--- config.mk ---
export PLATFORM = sky130hd
export DESIGN_NAME = pqcp_cfg
export DESIGN_NICKNAME = d
export VERILOG_FILES = /design/src/rtl/pqcp_pkg.sv /design/src/rtl/pqcp_cfg.sv
export SDC_FILE = /design/constraint.sdc
export NUM_CORES = 1
export LEC_CHECK = 0
export BUFFER_PORTS_ARGS = -buffer_cell sky130_fd_sc_hd__buf_2
export CAP_MARGIN = 10
export CELL_PAD_IN_SITES_DETAIL_PLACEMENT = 0
export CELL_PAD_IN_SITES_GLOBAL_PLACEMENT = 1
export CORE_ASPECT_RATIO = 0.5
export CORE_MARGIN = 10
export CORE_UTILIZATION = 40
export CTS_CLUSTER_SIZE = 10
export DETAILED_ROUTE_END_ITERATION = 7
export PLACE_DENSITY_LB_ADDON = 0.25
export SYNTH_ARGS = -nofsm -noshare
export SYNTH_HDL_FRONTEND = slang
export SYNTH_SLANG_ARGS = --single-unit
export TNS_END_PERCENT = 100
--- constraint.sdc ---
create_clock -name clk_i -period 4 [get_ports clk_i]
set_input_delay 0.4 -clock clk_i [delete_from_list [all_inputs] [get_ports clk_i]]
set_output_delay 0.4 -clock clk_i [all_outputs]
set_load 0.02 [all_outputs]
--- src/rtl/pqcp_pkg.sv ---
package pqcp_pkg;

  // Fixed field widths of one packet header and one result.
  localparam int unsigned TIME_BITS       = 48;
  localparam int unsigned PORT_W          = 4;
  localparam int unsigned KIND_W          = 3;
  localparam int unsigned THR_W           = 24;
  localparam int unsigned XON_W           = 25;
  localparam int unsigned SIZE_W          = 16;
  localparam int unsigned CNT_W           = 32;
  localparam int unsigned RATE_W          = 32;
  localparam int unsigned MIN_FRAME_BYTES = 84;

  // Stream and register port widths.
  localparam int unsigned IN_TDATA_W  = 152;
  localparam int unsigned IN_TUSER_W  = 5;
  localparam int unsigned OUT_TDATA_W = 40;
  localparam int unsigned APB_ADDR_W  = 5;
  localparam int unsigned APB_DATA_W  = 32;

  typedef enum logic [KIND_W-1:0] {
    KIND_REQUEST   = 3'd0,
    KIND_REPLY     = 3'd1,
    KIND_GRANT     = 3'd2,
    KIND_GRANT_REQ = 3'd3,
    KIND_RESEND    = 3'd4,
    KIND_OTHER     = 3'd5
  } kind_e;

  typedef enum logic [2:0] {
    REG_ENABLE = 3'd0,
    REG_MARK   = 3'd1,
    REG_XOFF   = 3'd2,
    REG_XON    = 3'd3,
    REG_RATE   = 3'd4
  } reg_e;

  typedef struct packed {
    logic [TIME_BITS-1:0] now_tick;
    logic [PORT_W-1:0]    in_port;
    logic [PORT_W-1:0]    out_port;
    logic                 is_udp;
    logic [KIND_W-1:0]    msg_kind;
    logic                 was_bounced;
    logic                 unsolicited;
    logic [THR_W-1:0]     credit_bytes;
    logic [SIZE_W-1:0]    pkt_bytes;
    logic [THR_W-1:0]     in_queue_bytes;
    logic [THR_W-1:0]     out_queue_bytes;
  } item_t;

  typedef struct packed {
    logic              bounce;
    logic [PORT_W-1:0] egress_port;
    logic              ce_mark;
    logic              egress_paused;
    logic [CNT_W-1:0]  egress_phantom_bytes;
  } res_t;

  // Register values as seen by the datapath; xoff and xon are already resolved.
  typedef struct packed {
    logic              enable;
    logic [THR_W-1:0]  mark_thr;
    logic [THR_W-1:0]  xoff;
    logic [THR_W-1:0]  xon;
    logic [RATE_W-1:0] rate;
  } cfg_t;

  function automatic logic [CNT_W-1:0] sat_add(logic [CNT_W-1:0] a, logic [CNT_W-1:0] b);
    logic [CNT_W:0] s;
    s = {1'b0, a} + {1'b0, b};
    return s[CNT_W] ? '1 : s[CNT_W-1:0];
  endfunction

  // XOFF/XON hysteresis on the larger of the phantom count and the real queue.
  function automatic logic pause_next(logic paused, logic [CNT_W-1:0] cnt,
                                      logic [THR_W-1:0] q, logic [THR_W-1:0] xoff,
                                      logic [THR_W-1:0] xon);
    logic [CNT_W-1:0] m;
    logic             r;
    m = (cnt > CNT_W'(q)) ? cnt : CNT_W'(q);
    r = paused;
    if (xoff != '0) begin
      if (!paused && (m > CNT_W'(xoff))) begin
        r = 1'b1;
      end else if (paused && (m < CNT_W'(xon))) begin
        r = 1'b0;
      end
    end
    return r;
  endfunction

endpackage

--- src/rtl/pqcp_cfg.sv ---
module pqcp_cfg (
  input  logic                            clk_i,
  input  logic                            rst_ni,
  input  logic                            psel,
  input  logic                            penable,
  input  logic                            pwrite,
  input  logic [pqcp_pkg::APB_ADDR_W-1:0] paddr,
  input  logic [pqcp_pkg::APB_DATA_W-1:0] pwdata,
  output logic [pqcp_pkg::APB_DATA_W-1:0] prdata,
  output logic                            pready,
  output pqcp_pkg::cfg_t                  cfg_o
);

  logic                           en_q, en_d;
  logic [pqcp_pkg::THR_W-1:0]     mark_q, mark_d;
  logic [pqcp_pkg::THR_W-1:0]     xoff_q, xoff_d;
  logic [pqcp_pkg::XON_W-1:0]     xon_q, xon_d;
  logic [pqcp_pkg::RATE_W-1:0]    rate_q, rate_d;
  logic [pqcp_pkg::THR_W-1:0]     xoff_eff_q, xoff_eff_d;
  logic [pqcp_pkg::THR_W-1:0]     xon_eff_q, xon_eff_d;
  logic                           wr;
  pqcp_pkg::reg_e                 idx;

  assign pready = 1'b1;
  assign wr     = psel && penable && pwrite;
  assign idx    = pqcp_pkg::reg_e'(paddr[4:2]);

  always_comb begin
    en_d   = en_q;
    mark_d = mark_q;
    xoff_d = xoff_q;
    xon_d  = xon_q;
    rate_d = rate_q;
    if (wr) begin
      unique case (idx)
        pqcp_pkg::REG_ENABLE: en_d   = pwdata[0];
        pqcp_pkg::REG_MARK:   mark_d = pwdata[pqcp_pkg::THR_W-1:0];
        pqcp_pkg::REG_XOFF:   xoff_d = pwdata[pqcp_pkg::THR_W-1:0];
        pqcp_pkg::REG_XON:    xon_d  = pwdata[pqcp_pkg::XON_W-1:0];
        pqcp_pkg::REG_RATE:   rate_d = pwdata[pqcp_pkg::RATE_W-1:0];
        default: ;
      endcase
    end
  end

  // Resolve the effective pause levels at write time, off the packet path.
  always_comb begin
    xoff_eff_d = (xoff_d != '0) ? xoff_d : mark_d;
    if (xon_d[pqcp_pkg::XON_W-1]) begin
      xon_eff_d = (xoff_eff_d > pqcp_pkg::THR_W'(pqcp_pkg::MIN_FRAME_BYTES)) ?
                  xoff_eff_d - pqcp_pkg::THR_W'(pqcp_pkg::MIN_FRAME_BYTES) : '0;
    end else begin
      xon_eff_d = xon_d[pqcp_pkg::THR_W-1:0];
    end
  end

  always_ff @(posedge clk_i or negedge rst_ni) begin
    if (!rst_ni) begin
      en_q       <= 1'b0;
      mark_q     <= '0;
      xoff_q     <= '0;
      xon_q      <= '1;
      rate_q     <= '0;
      xoff_eff_q <= '0;
      xon_eff_q  <= '0;
    end else begin
      en_q       <= en_d;
      mark_q     <= mark_d;
      xoff_q     <= xoff_d;
      xon_q      <= xon_d;
      rate_q     <= rate_d;
      xoff_eff_q <= xoff_eff_d;
      xon_eff_q  <= xon_eff_d;
    end
  end

  always_comb begin
    unique case (idx)
      pqcp_pkg::REG_ENABLE: prdata = pqcp_pkg::APB_DATA_W'(en_q);
      pqcp_pkg::REG_MARK:   prdata = pqcp_pkg::APB_DATA_W'(mark_q);
      pqcp_pkg::REG_XOFF:   prdata = pqcp_pkg::APB_DATA_W'(xoff_q);
      pqcp_pkg::REG_XON:    prdata = pqcp_pkg::APB_DATA_W'(xon_q);
      pqcp_pkg::REG_RATE:   prdata = rate_q;
      default:              prdata = '0;
    endcase
  end

  assign cfg_o.enable   = en_q;
  assign cfg_o.mark_thr = mark_q;
  assign cfg_o.xoff     = xoff_eff_q;
  assign cfg_o.xon      = xon_eff_q;
  assign cfg_o.rate     = rate_q;

endmodule

==> summary.md, run 1 <==
| Metric | Value |
|---|---|
| EDFF count, synth | 0 |
| Peak supply drop | 0.228 mV |
| Final wirelength | 25.7 mm |
| Largest net degree at the start of global routing | 78 |
| Max incr delay on CP | 0.50 ns |
| GR Util met1 | 0.277 |
| Int Power | 3610 uW |
| Clk_lat worst skew | 0.43 ns |
| # IOs | 180 |
| Layout cells sized above 1 | 0.425 |
| Seq/Total Area, Yosys | 0.517 |
| Primary FF master, synth | dfrtp_1 |
| Die Width | 214 um |
| DR WL/cell | 23.3 um |
| Post-Syn Instances | 661 |
| Cell mode on critical path | o21ai_0 |
| Initial Util | 0.408 |
| H-Tree Depth | 4 |
| P_leak | 0.00470 uW |
| Unique cell type count in the Yosys netlist | 63 |
| Clk pwr share | 0.316 |
| Cell Area, Synth | 0.00751 sq mm |
| HP Class | in -> async |
| Avg Vias per Cell | 5.60 |
| Remaining antenna violation count | 0 |
| CP Launch Type | register |
| Most frequent cells in the layout | 175 x buf_2, 129 x dfrtp_1, 83 x mux2_2 |
| Postcts setup bufs | 0 |
| Most common cell after layout, fill and taps aside | buf_2 |
| Crit-path slowest cell | nor4_1 |
| Area Growth Syn to Fin | 25.9% |
| Count of input and output buffers | 176 |
| Die height | 117 um |
| DIE AREA | 0.0250 sq mm |
| 1st-iter DRT viols | 524 |
| Seq pwr share | 0.386 |
| Global Route Usage Sum | 0.206 |
| Setup TNS | 0 ns |
| Crit share post-route | 0.854 |
| Vias post-DR | 6182 |
| Max Fclk | 293 MHz |
| P_sw | 1970 uW |
| Post-synthesis register bit count | 154 |
| Final GP Congestion | 0.922 |
| Warnings from Yosys | 0 |
| Multi-input logic area | 0.00335 sq mm |
| Grt ovf | 0 |
| Hold Vio Cnt, Final | 2 |
| Fillers | 1720 |
| Num CTS Buffers | 17 |
| Logic pwr share | 0.298 |
| CTS sink cnt | 154 |
| M3 GR Usage | 0.0680 |
| Setup WS pre-CTS | 0.425 ns |
| Met2 Usage GRT | 0.315 |
| Syn Nets | 705 |
| Share of flip-flops with an asynchronous set or reset | 1.00 |
| CTS Root Cell | clkbuf_16 |
| Worst setup path start | xoff_q[16]$_DFF_PN0_ |
| Worst Path Arrival | 3.73 ns |
| Vias in the first global route | 6434 |
| Initial antenna violation count | 1 |
| Cts-stage hold buffer count | 0 |
| Crit path capture type | register |
| Layout Nets | 895 |
| Worst Tran Pin Value | 0.707 ns |
| # diodes | 0 |
| Failing checks | hold timing |
| CTS tree | done |
| Skew final | 0.0121 ns |
| Max FO, Critical Path | 5 |
| WP data required | 4.32 ns |
| # DRC | 0 |
| Status | complete, but fails checks |
| Max-cap violations | 0 |
| Power Density | 590 mW/mm^2 |
| Switching Fraction | 0.353 |
| First-pass DRT Iterations | 5 |
| Unrepaired setup endpoints after global routing | false |
| Worst hold slack | -0.00356 ns |
| Core box area | 0.0184 sq mm |
| Worst R2R Start | xoff_q[16]$_DFF_PN0_ |
| Mean post-synth cell area | 11.4 sq um |
| Post-CTS sizing | 0 |
| Clk slew on worst S/H paths | 0.07 ns |
| Reg2Reg Setup Slack | 0.58 ns |
| DP HPWL | 18.8 mm |
| Core Rows | 35 |
| CTS max path bufs | 2 |
| Final setup fails | 0 |
| Busiest grt layer | met2 |
| Slew margin rel. | 0.523 |
| Reg area | 0.00388 sq mm |
| Fin crit period | 3.42 ns |
| Max-slew violations | 0 |
| CP Cell Sequence | nor4_1 -> o211ai_1 -> nor3_2 -> nor2_1 -> o21ai_0 -> ha_1 -> and4_1 -> o21ai_0 -> a311o_1 -> and2_1 -> a32o_1 |
| Setup ws final | 0.584 ns |
| First-pass GRT wire length | 39.2 mm |
| Critical path class | reg -> reg |
==> synthesized netlist by cell type, types with 12 or more instances <==
library cell,number,share of area
nor2_1,20,0.010
nand2_1,63,0.031
dfrtp_1,129,0.43
mux2i_1,29,0.039
a21o_1,14,0.014
xnor2_1,15,0.017
inv_1,31,0.015
mux2_2,83,0.12
dfstp_2,25,0.087
a22oi_1,47,0.047
nand3_1,12,0.0080
o21ai_0,27,0.018
clkbuf_1,21,0.010
o21ai_1,14,0.0093
==> stage by stage <==
step / total power (uW) / cells / utilization / cell area (sq um) / hold slack [ns]
detailed placement: 3850 / 1072 / 0.479 / 8810 / 0.475
CTS: 5630 / 1104 / 0.514 / 9460 / 0.0210
global placement: 3820 / 1072 / 0.479 / 8810 / 0.471
floorplan: 3150 / 661 / - / 7510 / 0.104
global route: 5870 / 1104 / 0.514 / 9460 / 0.0455
finish: 5580 / 1104 / 0.514 / 9460 / -0.00356
==> registers in the layout, summed over array words and instances (netlist names) <==
register and flops:
xoff_q 24, en_q 1, xon_q 25, mark_q 24, xoff_eff_q 24, xon_eff_q 24
rate_q 32
==> critical path: cells and delay by family, from the launching register on <==
kind	cells	cell delay (ns)
AOI/OAI and AO/OA	5	1.35
DFF	1	0.42
and+or+nand+nor	5	1.29
adders and majority gates	1	0.24
==> routing by layer <==
layer,share of wire,up-vias
met1,0.46,3126
met2,0.44,220
li1,-,2808
met5,0.00051,-
met3,0.083,26
met4,0.010,2
==> worst paths after layout <==
check	end	cells past startpoint
min	rate_q[13]$_DFFE_PN0P_	1
max reg2reg	xon_eff_q[19]$_DFF_PN0_	11
min reg2reg	rate_q[28]$_DFFE_PN0P_	1
max	xon_eff_q[19]$_DFF_PN0_	11
min in group clk_i	rate_q[27]$_DFFE_PN0P_	2
max in group asynchronous	xon_q[0]$_DFF_PN1_	2
==> power by group through the flow <==
stage	Clock, uW	Combinational (uW)	Sequential, uW
final	1760	1670	2150
after global routing	1870	1810	2200
after CTS	1800	1680	2150
after detailed placement	0	1670	2170
after global placement	0	1660	2170
after floorplan	0	730	2420
==> area by class of cell <==
cell class	instances	area share
clock inverters	13	0.0204
multi-input cells	440	0.354
clock buffers	19	0.0479
well taps	240	0.0318
repair buffers	207	0.122
inverters	31	0.0123
flip-flops and latches	154	0.411
==> cell families after synthesis <==
kind of cell | Yosys count | synth area share
AO/OA/AOI/OAI | 159 | 0.153
XOR/XNOR | 17 | 0.0198
adder cells (fa/ha/maj) | 2 | 0.00333
buffers and inverters | 67 | 0.0403
flip-flops | 154 | 0.517
multiplexers | 112 | 0.163
other | 1 | 0.000499
AND/OR/NAND/NOR | 149 | 0.103
No activity file was read; power rests on OpenSTA's default activity.
==> run 2, diff against run 1 <==
GPL_TIMING_DRIVEN = 0   (was unset)
==> run 2 against run 1 <==
  * Clock skew rose by 0.0018 ns
  * Critical path depth rose by 2
  * Largest cell class unchanged
  * The flow still finishes with violations (hold timing)
  * Largest power group unchanged
  * Combinational power about the same
  * Utilization decreased by 0.20 points
  * Wire length increased by 10%
  * Highest routed layer is now met4
  * Final area is 0.40% lower
  * Sequential share of layout area is 0.16 points higher
  * First-iteration DRC count up 14%
  * Via count increased by 3.5%
  * Total power shrank 0.74%
==> summary.md, run 2 (synthesis gave the netlist of run 1 again) <==
| Metric | Value |
|---|---|
| Int Power | 3470 uW (was 3610 uW) |
| 1st-iter DRT viols | 596 (was 524) |
| Power after layout | 5540 uW (was 5580 uW) |
| Max-slew violations | 0 (unchanged) |
| Final GP Congestion | 0.932 (was 0.922) |
| DR WL/cell | 25.5 um (was 23.3 um) |
| Unrepaired setup endpoints after global routing | false (unchanged) |
| Max incr delay on CP | 0.43 ns (was 0.50 ns) |
| M3 GR Usage | 0.0617 (was 0.0680) |
| Most frequent cells in the layout | 176 x buf_2, 129 x dfrtp_1, 83 x mux2_2 (was 175 x buf_2, 129 x dfrtp_1, 83 x mux2_2) |
| Count of input and output buffers | 176 (unchanged) |
| Met2 Usage GRT | 0.346 (was 0.315) |
| Initial Util | 0.408 (unchanged) |
| Layout Nets | 905 (was 895) |
| Hold Vio Cnt, Final | 15 (was 2) |
| Final setup fails | 0 (unchanged) |
| P_leak | 0.00467 uW (was 0.00470 uW) |
| Core Util, Final | 0.512 (was 0.514) |
| Slew margin rel. | 0.266 (was 0.523) |
| Fin crit period | 3.85 ns (was 3.42 ns) |
| Busiest grt layer | met2 (unchanged) |
| Max Fclk | 260 MHz (was 293 MHz) |
| Final wirelength | 28.4 mm (was 25.7 mm) |
| CTS sink cnt | 154 (unchanged) |
| Crit share post-route | 0.962 (was 0.854) |
| Biggest registers after layout | rate_q: 32 flops, xon_q: 25 flops (unchanged) |
| Core Rows | 35 (unchanged) |
| Grt ovf | 0 (unchanged) |
| HP Class | in -> async (unchanged) |
| CTS Root Cell | clkbuf_16 (unchanged) |
| Reg area | 0.00388 sq mm (unchanged) |
| GR Util met1 | 0.311 (was 0.277) |
| Clk pwr share | 0.306 (was 0.316) |
| DP HPWL | 20.8 mm (was 18.8 mm) |
| Max FO, Critical Path | 10 (was 5) |
| Avg Vias per Cell | 5.75 (was 5.60) |
| Placed insts | 1078 (was 1072) |
| Worst Path Arrival | 4.14 ns (was 3.73 ns) |
| # IOs | 180 (unchanged) |
| CP Cell Sequence | nor4_2 -> o211ai_1 -> nor3_4 -> nor2_2 -> clkbuf_4 -> o21ai_2 -> ha_1 -> and4_1 -> o21ai_0 -> a311o_1 -> nand2_2 -> buf_6 -> o21ai_0 (was nor4_1 -> o211ai_1 -> nor3_2 -> nor2_1 -> o21ai_0 -> ha_1 -> and4_1 -> o21ai_0 -> a311o_1 -> and2_1 -> a32o_1) |
| Multi-input logic area | 0.00336 sq mm (was 0.00335 sq mm) |
| Largest register by flop count | rate_q (unchanged) |
| Seq pwr share | 0.389 (was 0.386) |
| Global Route Usage Sum | 0.226 (was 0.206) |
| Max reg flops | 32 (unchanged) |
| Vias in the first global route | 6688 (was 6434) |
| Power Density | 588 mW/mm^2 (was 590 mW/mm^2) |
| Peak supply drop | 0.308 mV (was 0.228 mV) |
| Crit-path slowest cell | nor4_2 (was nor4_1) |
| H-Tree Depth | 4 (unchanged) |
| Switching Fraction | 0.375 (was 0.353) |
| Post-route insts no fill | 1114 (was 1104) |
| Core box area | 0.0184 sq mm (unchanged) |
| # diodes | 0 (unchanged) |
| WP data required | 4.29 ns (was 4.32 ns) |
| Num CTS Buffers | 17 (unchanged) |
| Worst hold slack | -0.0107 ns (was -0.00356 ns) |
| Clk slew on worst S/H paths | 0.07 ns (about the same) |
| Largest net degree at the start of global routing | 84 (was 78) |
| Die Width | 214 um (unchanged) |
| Critical path class | reg -> reg (unchanged) |
| Die height | 117 um (unchanged) |
| Most common cell after layout, fill and taps aside | buf_2 (unchanged) |
| Logic pwr share | 0.305 (was 0.298) |
| First-pass GRT wire length | 41.8 mm (was 39.2 mm) |
| CTS tree | done (unchanged) |
| Layout cells sized above 1 | 0.407 (was 0.425) |
| Setup ws final | 0.153 ns (was 0.584 ns) |
| Initial antenna violation count | 0 (was 1) |
| Area Growth Syn to Fin | 25.4% (was 25.9%) |
| Cell mode on critical path | o21ai_0 (unchanged) |
| Crit path capture type | register (unchanged) |
| Failing checks | hold timing (unchanged) |
| First-pass DRT Iterations | 5 (unchanged) |
| Clk_lat worst skew | 0.44 ns (was 0.43 ns) |
| Fillers | 1729 (was 1720) |
| CTS max path bufs | 2 (unchanged) |
| Status | complete, but fails checks (unchanged) |
| Skew final | 0.0139 ns (was 0.0121 ns) |
| P_sw | 2080 uW (was 1970 uW) |
| DIE AREA | 0.0250 sq mm (unchanged) |
| CP Launch Type | register (unchanged) |
| Worst Tran Pin Value | 1.09 ns (was 0.707 ns) |
| # DRC | 0 (unchanged) |
| Setup WS pre-CTS | -1.51 ns (was 0.425 ns) |
| Vias post-DR | 6401 (was 6182) |
| Remaining antenna violation count | 0 (unchanged) |
| Max-cap violations | 0 (unchanged) |
[run 2: routing by layer]
layer  wire length (um)  vias to the layer above  part of all wire
met4                345                        0             0.012
li1                   -                     2825                 -
met2              12600                      254              0.44
met1              13000                     3298              0.46
met5                  0                        -                 0
met3               2490                       24             0.087
[run 2: power by group through the flow]
stage	Sequential (uW)	Combinational [uW]	Clock, uW
2_1_floorplan	2420	730	0
3_3_place_gp	2160	1650	0
3_5_place_dp	2170	1660	0
4_1_cts	2150	1690	1720
5_1_grt	2200	1820	1780
6_report	2160	1690	1700
[run 2: path summary, 6_finish.rpt]
path,from,endpoint,slack [ns],cells past startpoint
max,xoff_q[16]$_DFF_PN0_,xon_eff_q[2]$_DFF_PN0_,0.15,13
min reg2reg,rate_q[28]$_DFFE_PN0P_,rate_q[28]$_DFFE_PN0P_,0.52,1
max reg2reg,xoff_q[16]$_DFF_PN0_,xon_eff_q[2]$_DFF_PN0_,0.15,13
max in group asynchronous,rst_ni,xon_q[0]$_DFF_PN1_,3.13,2
min,rst_ni,xon_eff_q[17]$_DFF_PN0_,-0.01,1
min in group clk_i,pwdata[28],rate_q[28]$_DFFE_PN0P_,0.20,2
[run 2: repair_timing]
action                                  4_1_cts  5_1_grt
pin swaps                                     3        2
gates cloned                                  0        0
endpoints found under the setup margin       24       14
hold endpoints to repair                      0        0
buffers inserted                              3        2
resized for setup                            12        4
hold buffers                                  0        0
[run 2: worst max-delay path, delay by kind of cell (launching register included)]
| kind | cells | cell delay (ns) |
|---|---|---|
| simple gates | 5 | 1.31 |
| compound gates | 5 | 1.23 |
| buf+inv | 2 | 0.52 |
| flops | 1 | 0.42 |
| fa+ha+maj | 1 | 0.22 |
[run 2: area by class of cell]
cell class / count / share of cell area
plain buffers: 34 / 0.0209
clock buffers: 17 / 0.0452
clock inverters: 15 / 0.0187
inverters: 31 / 0.0124
multi-input cells: 440 / 0.357
flip-flops and latches: 154 / 0.412
well taps: 240 / 0.0319
repair buffers: 183 / 0.102
[run 2: metrics by stage]
| stage | instance area, sq um | TNS (ns) |
|---|---|---|
| floorplan | 7510 | 0 |
| global placement | 8690 | -29.39 |
| detailed placement | 8720 | -29.52 |
| CTS | 9390 | 0 |
| global route | 9420 | 0 |
| finish | 9420 | 0 |
==> run 3, diff against run 2 <==
--- a/config.mk
+++ b/config.mk
@@ -11,3 +11,3 @@
 export CELL_PAD_IN_SITES_GLOBAL_PLACEMENT = 1
-export CORE_ASPECT_RATIO = 0.5
+export CORE_ASPECT_RATIO = 0.9
 export CORE_MARGIN = 10
--- a/constraint.sdc
+++ b/constraint.sdc
@@ -3,2 +3,2 @@
 set_output_delay 0.4 -clock clk_i [all_outputs]
-set_load 0.02 [all_outputs]
+set_load 0.05 [all_outputs]
==> run 3 against run 2 <==
  * The flow now finishes without violations
  * Non-clock buffer count shrank 2
  * Sequential share of layout area is essentially flat
  * Via count is essentially flat
  * Critical path depth shrank 2
  * Worst setup slack gained 0.011 ns
  * Flip-flop and latch count is the same
  * Total power grew 12%
  * Fmax grew 0.30%
  * Global-route usage grew 0.22 points
  * Final cell count grew 0.27%
  * Clock power is essentially flat
==> summary.md, run 3 (synthesis gave the netlist of run 1 again) <==
| Metric | Value |
|---|---|
| Status | complete, no violations (was complete, but fails checks) |
| Most common cell after layout, fill and taps aside | buf_2 (unchanged) |
| # diodes | 0 (unchanged) |
| Num CTS Buffers | 17 (unchanged) |
| Worst R2R Start | xoff_q[10]$_DFF_PN0_ (was xoff_q[16]$_DFF_PN0_) |
| Biggest registers after layout | rate_q: 32 flops, xon_q: 25 flops (unchanged) |
| H-Tree Depth | 4 (unchanged) |
| Global Route Usage Sum | 0.228 (was 0.226) |
| Max-slew violations | 0 (unchanged) |
| Clk pwr share | 0.274 (was 0.306) |
| Clk slew on worst S/H paths | 0.06 ns (was 0.07 ns) |
| Power after layout | 6180 uW (was 5540 uW) |
| Die height | 150 um (was 117 um) |
| Worst Tran Pin Value | 1.18 ns (was 1.09 ns) |
| 1st-iter DRT viols | 605 (was 596) |
| Die Width | 164 um (was 214 um) |
| Max-cap violations | 0 (unchanged) |
| CTS max path bufs | 2 (unchanged) |
| CTS Root Cell | clkbuf_16 (unchanged) |
| CTS sink cnt | 154 (unchanged) |
| Reg2Reg Setup Slack | 0.31 ns (was 0.15 ns) |
| Core box area | 0.0184 sq mm (about the same) |
| Layout cells sized above 1 | 0.403 (was 0.407) |
| Switching Fraction | 0.425 (was 0.375) |
| Setup ws final | 0.165 ns (was 0.153 ns) |
| Max FO, Critical Path | 10 (unchanged) |
| Remaining antenna violation count | 0 (unchanged) |
| Setup WS pre-CTS | -1.22 ns (was -1.51 ns) |
| Vias in the first global route | 6672 (was 6688) |
| Max Fclk | 261 MHz (was 260 MHz) |
| Placed insts | 1083 (was 1078) |
| Fillers | 1688 (was 1729) |
| CTS tree | done (unchanged) |
| # DRC | 0 (unchanged) |
| Final wirelength | 28.3 mm (was 28.4 mm) |
| Avg Vias per Cell | 5.73 (was 5.75) |
| R2R cell count | 13 (unchanged) |
| Critical path class | in -> reg (was reg -> reg) |
| Peak supply drop | 0.360 mV (was 0.308 mV) |
| Crit share post-route | 0.959 (was 0.962) |
| Logic pwr share | 0.377 (was 0.305) |
| CP Launch Type | primary input (was register) |
| Grt ovf | 0 (unchanged) |
| HP Class | in -> async (unchanged) |
| # IOs | 180 (unchanged) |
| DIE AREA | 0.0247 sq mm (was 0.0250 sq mm) |
| Power Density | 657 mW/mm^2 (was 588 mW/mm^2) |
| Vias post-DR | 6399 (was 6401) |
| Post-route insts no fill | 1117 (was 1114) |
| Final GP Congestion | 0.933 (was 0.932) |
| Final setup fails | 0 (unchanged) |
| Worst reg2reg path endpoint | xon_eff_q[22]$_DFF_PN0_ (was xon_eff_q[2]$_DFF_PN0_) |
| Most frequent cells in the layout | 178 x buf_2, 129 x dfrtp_1, 83 x mux2_2 (was 176 x buf_2, 129 x dfrtp_1, 83 x mux2_2) |
| WP data required | 4.29 ns (about the same) |
| Seq pwr share | 0.349 (was 0.389) |
| Skew final | 0.00740 ns (was 0.0139 ns) |
| Largest register by flop count | rate_q (unchanged) |
| Clk_lat worst skew | 0.43 ns (was 0.44 ns) |
| Fin crit period | 3.84 ns (was 3.85 ns) |
| DP HPWL | 20.7 mm (was 20.8 mm) |
| Unrepaired setup endpoints after global routing | false (unchanged) |
| Worst Path Arrival | 4.13 ns (was 4.14 ns) |
| P_leak | 0.00466 uW (was 0.00467 uW) |
| Max reg flops | 32 (unchanged) |
| DR WL/cell | 25.4 um (was 25.5 um) |
| Crit path capture type | register (unchanged) |
| Initial Util | 0.408 (about the same) |
| Int Power | 3550 uW (was 3470 uW) |
| Core Rows | 47 (was 35) |
| Worst hold slack | 0.0321 ns (was -0.0107 ns) |
| P_sw | 2630 uW (was 2080 uW) |
| Area Growth Syn to Fin | 25.4% (about the same) |
| Hold Vio Cnt, Final | 0 (was 15) |
| Initial antenna violation count | 0 (unchanged) |
| Setup TNS | 0 ns (unchanged) |
| Layout Nets | 903 (was 905) |
| Cts-stage hold buffer count | 0 (unchanged) |
| Largest net degree at the start of global routing | 89 (was 84) |
| Count of input and output buffers | 176 (unchanged) |
| First-pass DRT Iterations | 5 (unchanged) |
| Slew margin rel. | 0.203 (was 0.266) |
| First-pass GRT wire length | 42.2 mm (was 41.8 mm) |
-- run 3: cell types whose count changed in the layout (fill, tap and decap cells not counted), moves of 2 or more --
cell	change
inv_6	-6
clkbuf_8	+3
buf_2	+2
clkbuf_1	+2
clkbuf_4	-2
clkinv_2	+2
inv_8	-2
-- run 3: critical path, stage by stage --
cell and delay [ns]:
buf_2 0.11, clkbuf_1 0.33, and3_1 0.23, clkbuf_1 0.37
nor2b_1 0.18, clkbuf_1 0.59, mux2i_1 0.86, inv_1 0.27
nand2_2 0.34, buf_4 0.29, o21ai_1 0.13
-- run 3: what timing repair did --
item	in CTS	in global routing
pin swaps	2	1
buffers inserted	2	2
gates resized for setup	10	3
cloned	0	0
endpoints found under the setup margin	24	14
-- run 3: stage by stage --
| stage | utilization | instance area [sq um] |
|---|---|---|
| CTS | 0.510 | 9390 |
| finish | 0.511 | 9410 |
| detailed placement | 0.474 | 8730 |
| floorplan | - | 7510 |
| global placement | 0.472 | 8700 |
| global route | 0.511 | 9410 |
-- run 3: worst max path at each step --
| stage | to | slack [ns] | from |
|---|---|---|---|
| after floorplan | xon_eff_q[19]$_DFF_PN0_ | 0.46 | paddr[3] |
| after detailed placement | xon_eff_q[22]$_DFF_PN0_ | -1.22 | xoff_q[11]$_DFF_PN0_ |
| final | xon_eff_q[22]$_DFF_PN0_ | 0.16 | paddr[2] |
| after CTS | xon_eff_q[22]$_DFF_PN0_ | 0.03 | paddr[3] |
| after global routing | xon_eff_q[22]$_DFF_PN0_ | 0.08 | xoff_q[10]$_DFF_PN0_ |
| after global placement | xon_eff_q[22]$_DFF_PN0_ | -1.30 | xoff_q[10]$_DFF_PN0_ |
-- run 3: area by class of cell --
| class | count | area (sq um) | area share |
|---|---|---|---|
| flip-flops and latches | 154 | 3880 | 0.413 |
| multi-input cells | 440 | 3360 | 0.357 |
| repair buffers | 181 | 945 | 0.100 |
| clock buffers | 22 | 474 | 0.0504 |
| well taps | 245 | 307 | 0.0326 |
| plain buffers | 34 | 188 | 0.0199 |
| clock inverters | 10 | 140 | 0.0149 |
| inverters | 31 | 116 | 0.0124 |
-- run 3: power groups by stage --
| stage | clock (uW) | sequential, uW | combinational, uW |
|---|---|---|---|
| after detailed placement | 0 | 2170 | 2310 |
| after global routing | 1790 | 2200 | 2460 |
| after global placement | 0 | 2160 | 2290 |
| after floorplan | 0 | 2960 | 816 |
| final | 1690 | 2160 | 2330 |
| after CTS | 1720 | 2150 | 2330 |
-- run 3: layer usage --
layer,GRT usage,vias up,routed length (um)
li1,-,2831,-
met1,0.304,3256,12000
met2,0.362,281,13200
met3,0.0626,31,2600
met4,0.0558,0,490
met5,0,-,0
